## config.mk

```make
export PLATFORM = sky130hd
export DESIGN_NAME = ste_queue
export DESIGN_NICKNAME = d
export VERILOG_FILES = /design/src/rtl/successor_table_engine_macros.svh /design/src/rtl/ste_pkg.sv /design/src/rtl/ste_queue.sv
export SDC_FILE = /design/constraint.sdc
export NUM_CORES = 1
export LEC_CHECK = 0
export ABC_AREA = 1
export BUFFER_PORTS_ARGS = -buffer_cell sky130_fd_sc_hd__buf_2
export CORE_MARGIN = 2
export CORE_UTILIZATION = 40
export CTS_CLUSTER_DIAMETER = 150
export DETAILED_ROUTE_END_ITERATION = 10
export PLACE_DENSITY_LB_ADDON = 0.2
export SYNTH_ARGS = -nofsm -noshare
export SYNTH_HDL_FRONTEND = slang
export SYNTH_SLANG_ARGS = --single-unit
export TNS_END_PERCENT = 1
```

## constraint.sdc

```tcl
create_clock -name clk -period 4.51 [get_ports clk]
set_clock_uncertainty 0.05 [all_clocks]
set_input_delay 0 -clock clk [delete_from_list [all_inputs] [get_ports clk]]
set_output_delay 0 -clock clk [all_outputs]
set_load 0.02 [all_outputs]
```

## src/rtl/successor_table_engine_macros.svh

```systemverilog
// assertion helpers for the successor table engine
`ifndef SUCCESSOR_TABLE_ENGINE_MACROS_SVH
`define SUCCESSOR_TABLE_ENGINE_MACROS_SVH

`ifndef ASSERT_OFF
// same-cycle implication
`define STE_ASSERT_IMP(lbl, clk, rstn, ante, cons) \
  lbl: assert property (@(posedge clk) disable iff (!rstn) (ante) |-> (cons)) \
    else $error("successor table engine check failed");
// next-cycle implication
`define STE_ASSERT_NXT(lbl, clk, rstn, ante, cons) \
  lbl: assert property (@(posedge clk) disable iff (!rstn) (ante) |=> (cons)) \
    else $error("successor table engine check failed");
`else
`define STE_ASSERT_IMP(lbl, clk, rstn, ante, cons)
`define STE_ASSERT_NXT(lbl, clk, rstn, ante, cons)
`endif

`endif

```

## src/rtl/ste_pkg.sv

```systemverilog
`default_nettype none

package ste_pkg;

  localparam int SEQ_W = 3;
  localparam int SYM_W = 2;
  localparam int POS_W = 11;
  localparam int CMD_W = 2;

  localparam logic [CMD_W-1:0] CMD_APPEND = 2'd0;
  localparam logic [CMD_W-1:0] CMD_QUERY  = 2'd1;
  localparam logic [CMD_W-1:0] CMD_CLEAR  = 2'd2;

  // command queue between front and back, power of two
  localparam int QUEUE_DEPTH = 2;

  typedef enum logic [1:0] {
    OP_APPEND,
    OP_QUERY,
    OP_CLEAR
  } op_kind_t;

  typedef struct packed {
    op_kind_t           kind;
    logic [SEQ_W-1:0]   seq;
    logic [SYM_W-1:0]   sym;
    logic [POS_W-1:0]   key;
    logic               last;
    logic               bad;   // sequence or symbol out of range
  } op_t;

  typedef struct packed {
    logic full;
    logic empty;
  } q_stat_t;

  typedef enum logic [1:0] {
    ST_IDLE,
    ST_FILL,
    ST_QRES
  } st_t;

endpackage

`default_nettype wire

```

## src/rtl/ste_queue.sv

```systemverilog
`default_nettype none

module ste_queue (
  input  logic             clk,
  input  logic             rst_n,
  input  logic             push,
  input  ste_pkg::op_t     push_op,
  input  logic             pop,
  output ste_pkg::op_t     head_op,
  output ste_pkg::q_stat_t stat
);
  import ste_pkg::*;

  localparam int PTR_W = (QUEUE_DEPTH > 1) ? $clog2(QUEUE_DEPTH) : 1;
  localparam int CNT_W = $clog2(QUEUE_DEPTH + 1);

  op_t              slot_r [QUEUE_DEPTH];
  logic [PTR_W-1:0] wr_ptr_r;
  logic [PTR_W-1:0] rd_ptr_r;
  logic [CNT_W-1:0] count_r;
  logic [CNT_W-1:0] count_nxt;

  always_comb begin
    count_nxt = count_r;
    if (push && !pop) begin
      count_nxt = count_r + 1'b1;
    end else if (pop && !push) begin
      count_nxt = count_r - 1'b1;
    end
  end

  always_ff @(posedge clk) begin
    if (!rst_n) begin
      wr_ptr_r <= '0;
      rd_ptr_r <= '0;
      count_r  <= '0;
    end else begin
      if (push) begin
        wr_ptr_r <= wr_ptr_r + 1'b1;
      end
      if (pop) begin
        rd_ptr_r <= rd_ptr_r + 1'b1;
      end
      count_r <= count_nxt;
    end
  end

  always_ff @(posedge clk) begin
    if (push) begin
      slot_r[wr_ptr_r] <= push_op;
    end
  end

  assign head_op    = slot_r[rd_ptr_r];
  assign stat.full  = (count_r == CNT_W'(QUEUE_DEPTH));
  assign stat.empty = (count_r == '0);

endmodule

`default_nettype wire

```

==> results.md, run 1 <==
- Worst r2r path cells: 5
- Clock Latency Late Sink: 0.28 ns
- Filler Cells Inserted: 368
- Sequential-to-total area share from yosys stat: 74.18%
- Synth top cells by count: 40 x edfxtp_1, 20 x mux2_4, 9 x nor2_1, 7 x inv_1, 7 x nand2_1
- CP cell instances: nand2_1, nand2_1, dlygate4sd3_1, nor2_1, dlygate4sd3_1
- CP max-delay cell: dlygate4sd3_1
- LEAKAGE: 0.9967 nW
- DRC: 0
- Routed WL: 2715 um
- Tmin final: 1.786 ns
- Power Density: 380.7 nW/um2
- # Max-Cap Violations: 0
- Diode count: 0
- Initial antenna violation count: 0
- Unrepaired setup endpoints after global routing: false
- Clk pin slew, worst setup/hold paths: 0.07 ns
- Max VDD drop: 0.2149 mV
- Via density: 4.533
- Synth Cell Area: 1754 um2
- Largest net degree at the start of global routing: 21
- Die width: 70.22 um
- Start point of the critical path: wr_ptr_r$_SDFFE_PN0P_
- Ports: 46
- CP endpoint kind: flip-flop
- Relative slew slack: 33.69%
- Setup Viol. Count Final: 0
- Setup TNS: 0 ns
- Starting density of the core: 40.85%
- Synthesis warning total: 0
- Via count: 1,020
- Fraction of layout cells with a size suffix above 1: 43.93%
- Gr busiest metal: met2
- Count of flip-flops with a built-in enable after synthesis: 40
- Post-DP HPWL: 1842 um
- Number of global-route vias before repair: 1,094
- FFs w/ async S/R, synth: 0%
- DP Area: 2032 um2
- Cts repair resizes: 0
- Area grow syn2layout: 35.81%
- Synth cell types: 14
- Final Cell Area: 2382 um2
- CP bufs+invs: 2
- Top delay family on crit path: buffers and inverters
- Count of final max-slew check failures: 0
- Die Height: 70.22 um
- Final Power: 906.8 uW
- Achievable Freq: 0.5598 GHz
- I/O Buffers: 45
- Worst endpoint required time: 4.63 ns
- Status: finished clean
- Top cells by area, synth: edfxtp_1 68%, mux2_4 17%, dfxtp_1 5.7%, nor2_1 1.9%, inv_1 1.5%
- H-tree depth: 2
- Internal reg-to-reg setup slack: 2.72 ns
- Cell accounting for the most synthesized area: edfxtp_1
- RePlAce Congestion: 0.6571
- Post-CTS setup buffer count: 0
- Synthesized instance count: 97
- 1st-iter DRT viols: 39
- Top-area cell type share of the netlist area: 68.47%
- Leading cell type by number of instances after synthesis: edfxtp_1
- Startpoint Class: flip-flop
- Clock buffer count from CTS: 5
- Routed Antenna Nets: 0
- Yosys reg bits: 45
- Main synth FF type: edfxtp_1
- Final Cycle Share: 39.61%
- Reg2reg start: wr_ptr_r$_SDFFE_PN0P_
- RR Endpoint: wr_ptr_r$_SDFFE_PN0P_
- Net Count, Synth: 122
- Worst path arrival time: 1.91 ns
- Met1 GRT Util: 11.12%
- Max Root-Sink Buffers: 2
- WP depth: 5
- Final hold violation count: 0
- Wire length of the first global-routing pass: 4560 um
- First-pass DRT Iterations: 4
- GR Layer Usage met2: 23.27%
- Measured slew at the worst slew-check pin: 0.9936 ns
- Syn_area_per_cell: 18.08 um2
- Clock root buffer: clkbuf_8
- Wire per inst: 12.07 um
- CTS tree: built
- Core area: 4294 um2
- Row Count: 24
- Die area: 4931 um2
- CP max FO: 3
- Hold Path Class: in2reg
- Congestion Overflow GR: 0
- Global-route met3 utilization: 5.051%
- Setup CP Type: reg2reg
- Nets: 197
- Crit path largest cell delay: 0.55 ns
- Total track usage: 12.32%
- # clock sinks: 45
- Worst setup endpoint: wr_ptr_r$_SDFFE_PN0P_
==> kinds of logic (layout without fill, tap and decap cells) <==
group,Yosys count,in the layout,share of synthesized area (%)
fa+ha+maj,1,1,0.7132
mux,20,20,17.12
flops,45,45,74.18
compound gates,2,2,0.5701
buf+inv,10,86,2.996
simple gates,19,19,4.423
==> power by group <==
| part | internal, mW | switching, mW |
|---|---|---|
| Sequential | 0.479 | 0.00714 |
| Clock | 0.163 | 0.126 |
| Combinational | 0.0649 | 0.0668 |
==> layout make-up <==
class	instances	area, um2	area share, %
multi-input cells	42	402.9	16.91
repair buffers	70	473.0	19.85
clock inverters	3	41.29	1.733
flip-flops and latches	45	1301	54.62
inverters	8	30.03	1.261
clock buffers	5	68.82	2.889
well taps	52	65.06	2.731
==> registers in the layout, indices dropped and copies added, names as in the netlist, named ones only <==
signal    cells
count_r       2
slot_r       40
wr_ptr_r      1
rd_ptr_r      1
==> worst reg2reg max path, cell delays in order (launching register included) <==
cell	delay [ns]
dfxtp_1	0.36
nand2_1	0.08
nand2_1	0.05
dlygate4sd3_1	0.54
nor2_1	0.04
dlygate4sd3_1	0.55
==> what timing repair did <==
action | 4_1_cts | 5_1_grt
hold endpoints to repair | 45 | 0
hold buffers | 24 | 0
endpoints found under the setup margin | 0 | 0
==> layout by cell type, fill, tap and decap left out <==
cell / n
buf_2: 45
clkbuf_8: 5
inv_1: 7
dlygate4sd3_1: 24
clkinv_1: 1
nor2_1: 8
ha_1: 1
bufinv_16: 1
mux2_4: 20
nor2_2: 1
buf_4: 1
nand4_1: 1
a21oi_1: 1
nand3_1: 1
inv_2: 1
edfxtp_1: 40
dfxtp_1: 5
clkinvlp_4: 1
o21ai_0: 1
nand2_1: 7
nand2_2: 1
==> worst min path at each step <==
stage	cells past startpoint	slack, ns	startpoint	endpoint
3_5_place_dp	1	0.14	push_op[10]	slot_r[0][10]$_DFFE_PP_
2_1_floorplan	0	0.05	push_op[0]	slot_r[0][0]$_DFFE_PP_
6_report	3	0.05	push	count_r[0]$_SDFFE_PN0P_
4_1_cts	3	0.05	push	count_r[0]$_SDFFE_PN0P_
3_3_place_gp	1	0.14	push_op[0]	slot_r[0][0]$_DFFE_PP_
5_1_grt	3	0.09	push	count_r[0]$_SDFFE_PN0P_
==> per-stage QoR <==
stage | instances | setup WS, ns | hold slack (ns) | utilization, %
after floorplan | 97 | 2.881 | 0.04887 | -
after global placement | 193 | 2.959 | 0.1385 | 47.32
after detailed placement | 193 | 2.954 | 0.1408 | 47.32
after CTS | 225 | 2.746 | 0.04610 | 55.48
after global routing | 225 | 2.627 | 0.08928 | 55.48
final | 225 | 2.724 | 0.05309 | 55.48
==> metal layers <==
layer	wire, um	vias up
li1	-	500
met1	1024	490
met2	1492	25
met3	140	5
met4	57	0
met5	0	-
Power figures use the tool's default switching activity.
==> inputs of run 2 (changes only) <==
==> constraint.sdc (replaced) <==
create_clock -name clk -period 1.45 [get_ports clk]
set_clock_uncertainty 0.05 [all_clocks]
set_input_delay 0 -clock clk [delete_from_list [all_inputs] [get_ports clk]]
set_output_delay 0 -clock clk [all_outputs]
set_load 0.02 [all_outputs]
==> run 2 against run 1 <==
Routed wire length up 5.0%. Utilization up 1.1 points. First-iteration DRC count up 31%. Combinational power rose to 3.3 times the previous value. Flip-flop and latch count unchanged. Clock power rose to 3.1 times the previous value. Cell area up 2.0%. Clock-buffer cell count up 1. Total power rose to 3.1 times the previous value. Setup slack worse by 2.6 ns. Sequential power rose to 3.1 times the previous value. Largest cell class unchanged. Largest power group unchanged. Highest routed layer unchanged.
==> results.md, run 2 (synthesis results as in run 1) <==
- Core area: 4294 um2
- Commonest cells after routing, fill and taps aside: 45 x buf_2, 40 x edfxtp_1, 24 x dlygate4sd3_1
- CTS tree: built
- Post-DP HPWL: 1963 um
- LEAKAGE: 1.018 nW
- Relative slew slack: 89.53%
- I/O Buffers: 45
- Measured slew at the worst slew-check pin: 0.1554 ns
- First-pass DRT Iterations: 4
- Max Root-Sink Buffers: 2
- Multi-input gate area: 402.9 um2
- Wire length of the first global-routing pass: 4705 um
- # Max-Cap Violations: 0
- Clock buffer count from CTS: 5
- Ports: 46
- 1st-iter DRT viols: 51
- Unrepaired setup endpoints after global routing: false
- Status: finished clean
- Filler Cells Inserted: 357
- RePlAce Congestion: 0.6916
- Final Cycle Share: 94.33%
- WHS Path Cells: 2
- Worst r2r path cells: 4
- RR Endpoint: wr_ptr_r$_SDFFE_PN0P_
- Wire per inst: 12.56 um
- Max VDD drop: 0.7655 mV
- Clock root buffer: clkbuf_8
- Clock Latency Late Sink: 0.29 ns
- Power Density: 1164 nW/um2
- Worst endpoint required time: 1.40 ns
- # clock sinks: 45
- Setup TNS: 0 ns
- Initial antenna violation count: 0
- DRC: 0
- Achievable Freq: 0.7311 GHz
- Reg with most FFs: slot_r
- Commonest non-fill, non-tap cell in the layout: buf_2
- Number of flip-flops in the largest register: 40
- Number of global-route vias before repair: 1,044
- Setup CP Type: reg2out
- Routed Antenna Nets: 0
- Startpoint Class: flip-flop
- Congestion Overflow GR: 0
- Cts repair resizes: 0
- Via density: 4.485
- Hold Path Class: in2reg
- Hold buffers post-CTS: 24
- Final Power: 2.829 mW
- Register cell area after layout: 1301 um2
- H-tree depth: 2
- Largest net degree at the start of global routing: 21
- Hold Path Origin: push_op[1]
- CP max FO: 20
- Die Height: 70.22 um
- Internal reg-to-reg setup slack: 0.21 ns
- Largest registers: slot_r x40, count_r x2
- Post-CTS setup buffer count: 0
- Routed WL: 2852 um
- Final hold violation count: 0
- Starting density of the core: 40.85%
- Tmin final: 1.368 ns
- CP endpoint kind: output port
- Setup Viol. Count Final: 0
- Via count: 1,018
- Total track usage: 12.82%
- Die area: 4931 um2
- Row Count: 24
- Nets: 199
- Final core occ: 56.61%
- Die width: 70.22 um
- Reg2reg start: wr_ptr_r$_SDFFE_PN0P_
- Area grow syn2layout: 38.59%
- Worst path arrival time: 1.32 ns
- Clk pin slew, worst setup/hold paths: 0.08 ns
- Fraction of layout cells with a size suffix above 1: 44.00%
- Diode count: 0
- Count of final max-slew check failures: 0
- Hold Path End: slot_r[0][1]$_DFFE_PP_
-- run 2: changes by cell type in the layout (fill, tap and decap cells not counted), sizes merged --
| cell | delta |
|---|---|
| buf | +2 |
| clkbuf | +1 |
| clkinvlp | -1 |
-- run 2: critical path: stages (launching register included) --
cell,delay (ns)
dfxtp_1,0.35
buf_12,0.20
mux2_4,0.31
buf_2,0.16
-- run 2: final cells by class --
cell class	instances	area share (%)
Clock buffer	6	2.985
Clock inverter	2	1.390
Tap cell	52	2.676
Sequential cell	45	53.53
Multi-Input combinational cell	42	16.57
Inverter	8	1.235
Timing Repair Buffer	72	21.62
-- run 2: per-stage QoR --
step,worst slack [ns],cells,hold slack [ns],area (um2)
2_1_floorplan,0.1404,97,0.04887,1757
3_3_place_gp,0.3889,195,0.1384,2085
3_5_place_dp,0.3756,195,0.1424,2085
4_1_cts,0.05745,227,0.3733,2431
5_1_grt,0.03115,227,0.3816,2431
6_report,0.08216,227,0.3836,2431
-- run 2: metal layers --
| metal | part of all wire, % | track usage, % | up-vias |
|---|---|---|---|
| met1 | 39 | 13.19 | 476 |
| met4 | 2.4 | 5.769 | 0 |
| met5 | 0 | 0 | - |
| met3 | 5.7 | 5.195 | 8 |
| li1 | - | - | 504 |
| met2 | 53 | 22.64 | 30 |
-- run 2: worst max path at each step --
stage,endpoint,start,depth (start not counted)
6_report,head_op[6],flip-flop,3
5_1_grt,head_op[6],flip-flop,3
4_1_cts,head_op[6],flip-flop,3
3_5_place_dp,head_op[6],flip-flop,3
3_3_place_gp,head_op[13],flip-flop,3
2_1_floorplan,slot_r[0][0]$_DFFE_PP_,wr_ptr_r$_SDFFE_PN0P_,1
-- run 2: power by group --
part	internal [mW]	total, mW	switching, mW
Sequential	1.49	1.51	0.0245
Clock	0.508	0.883	0.375
Combinational	0.220	0.431	0.211
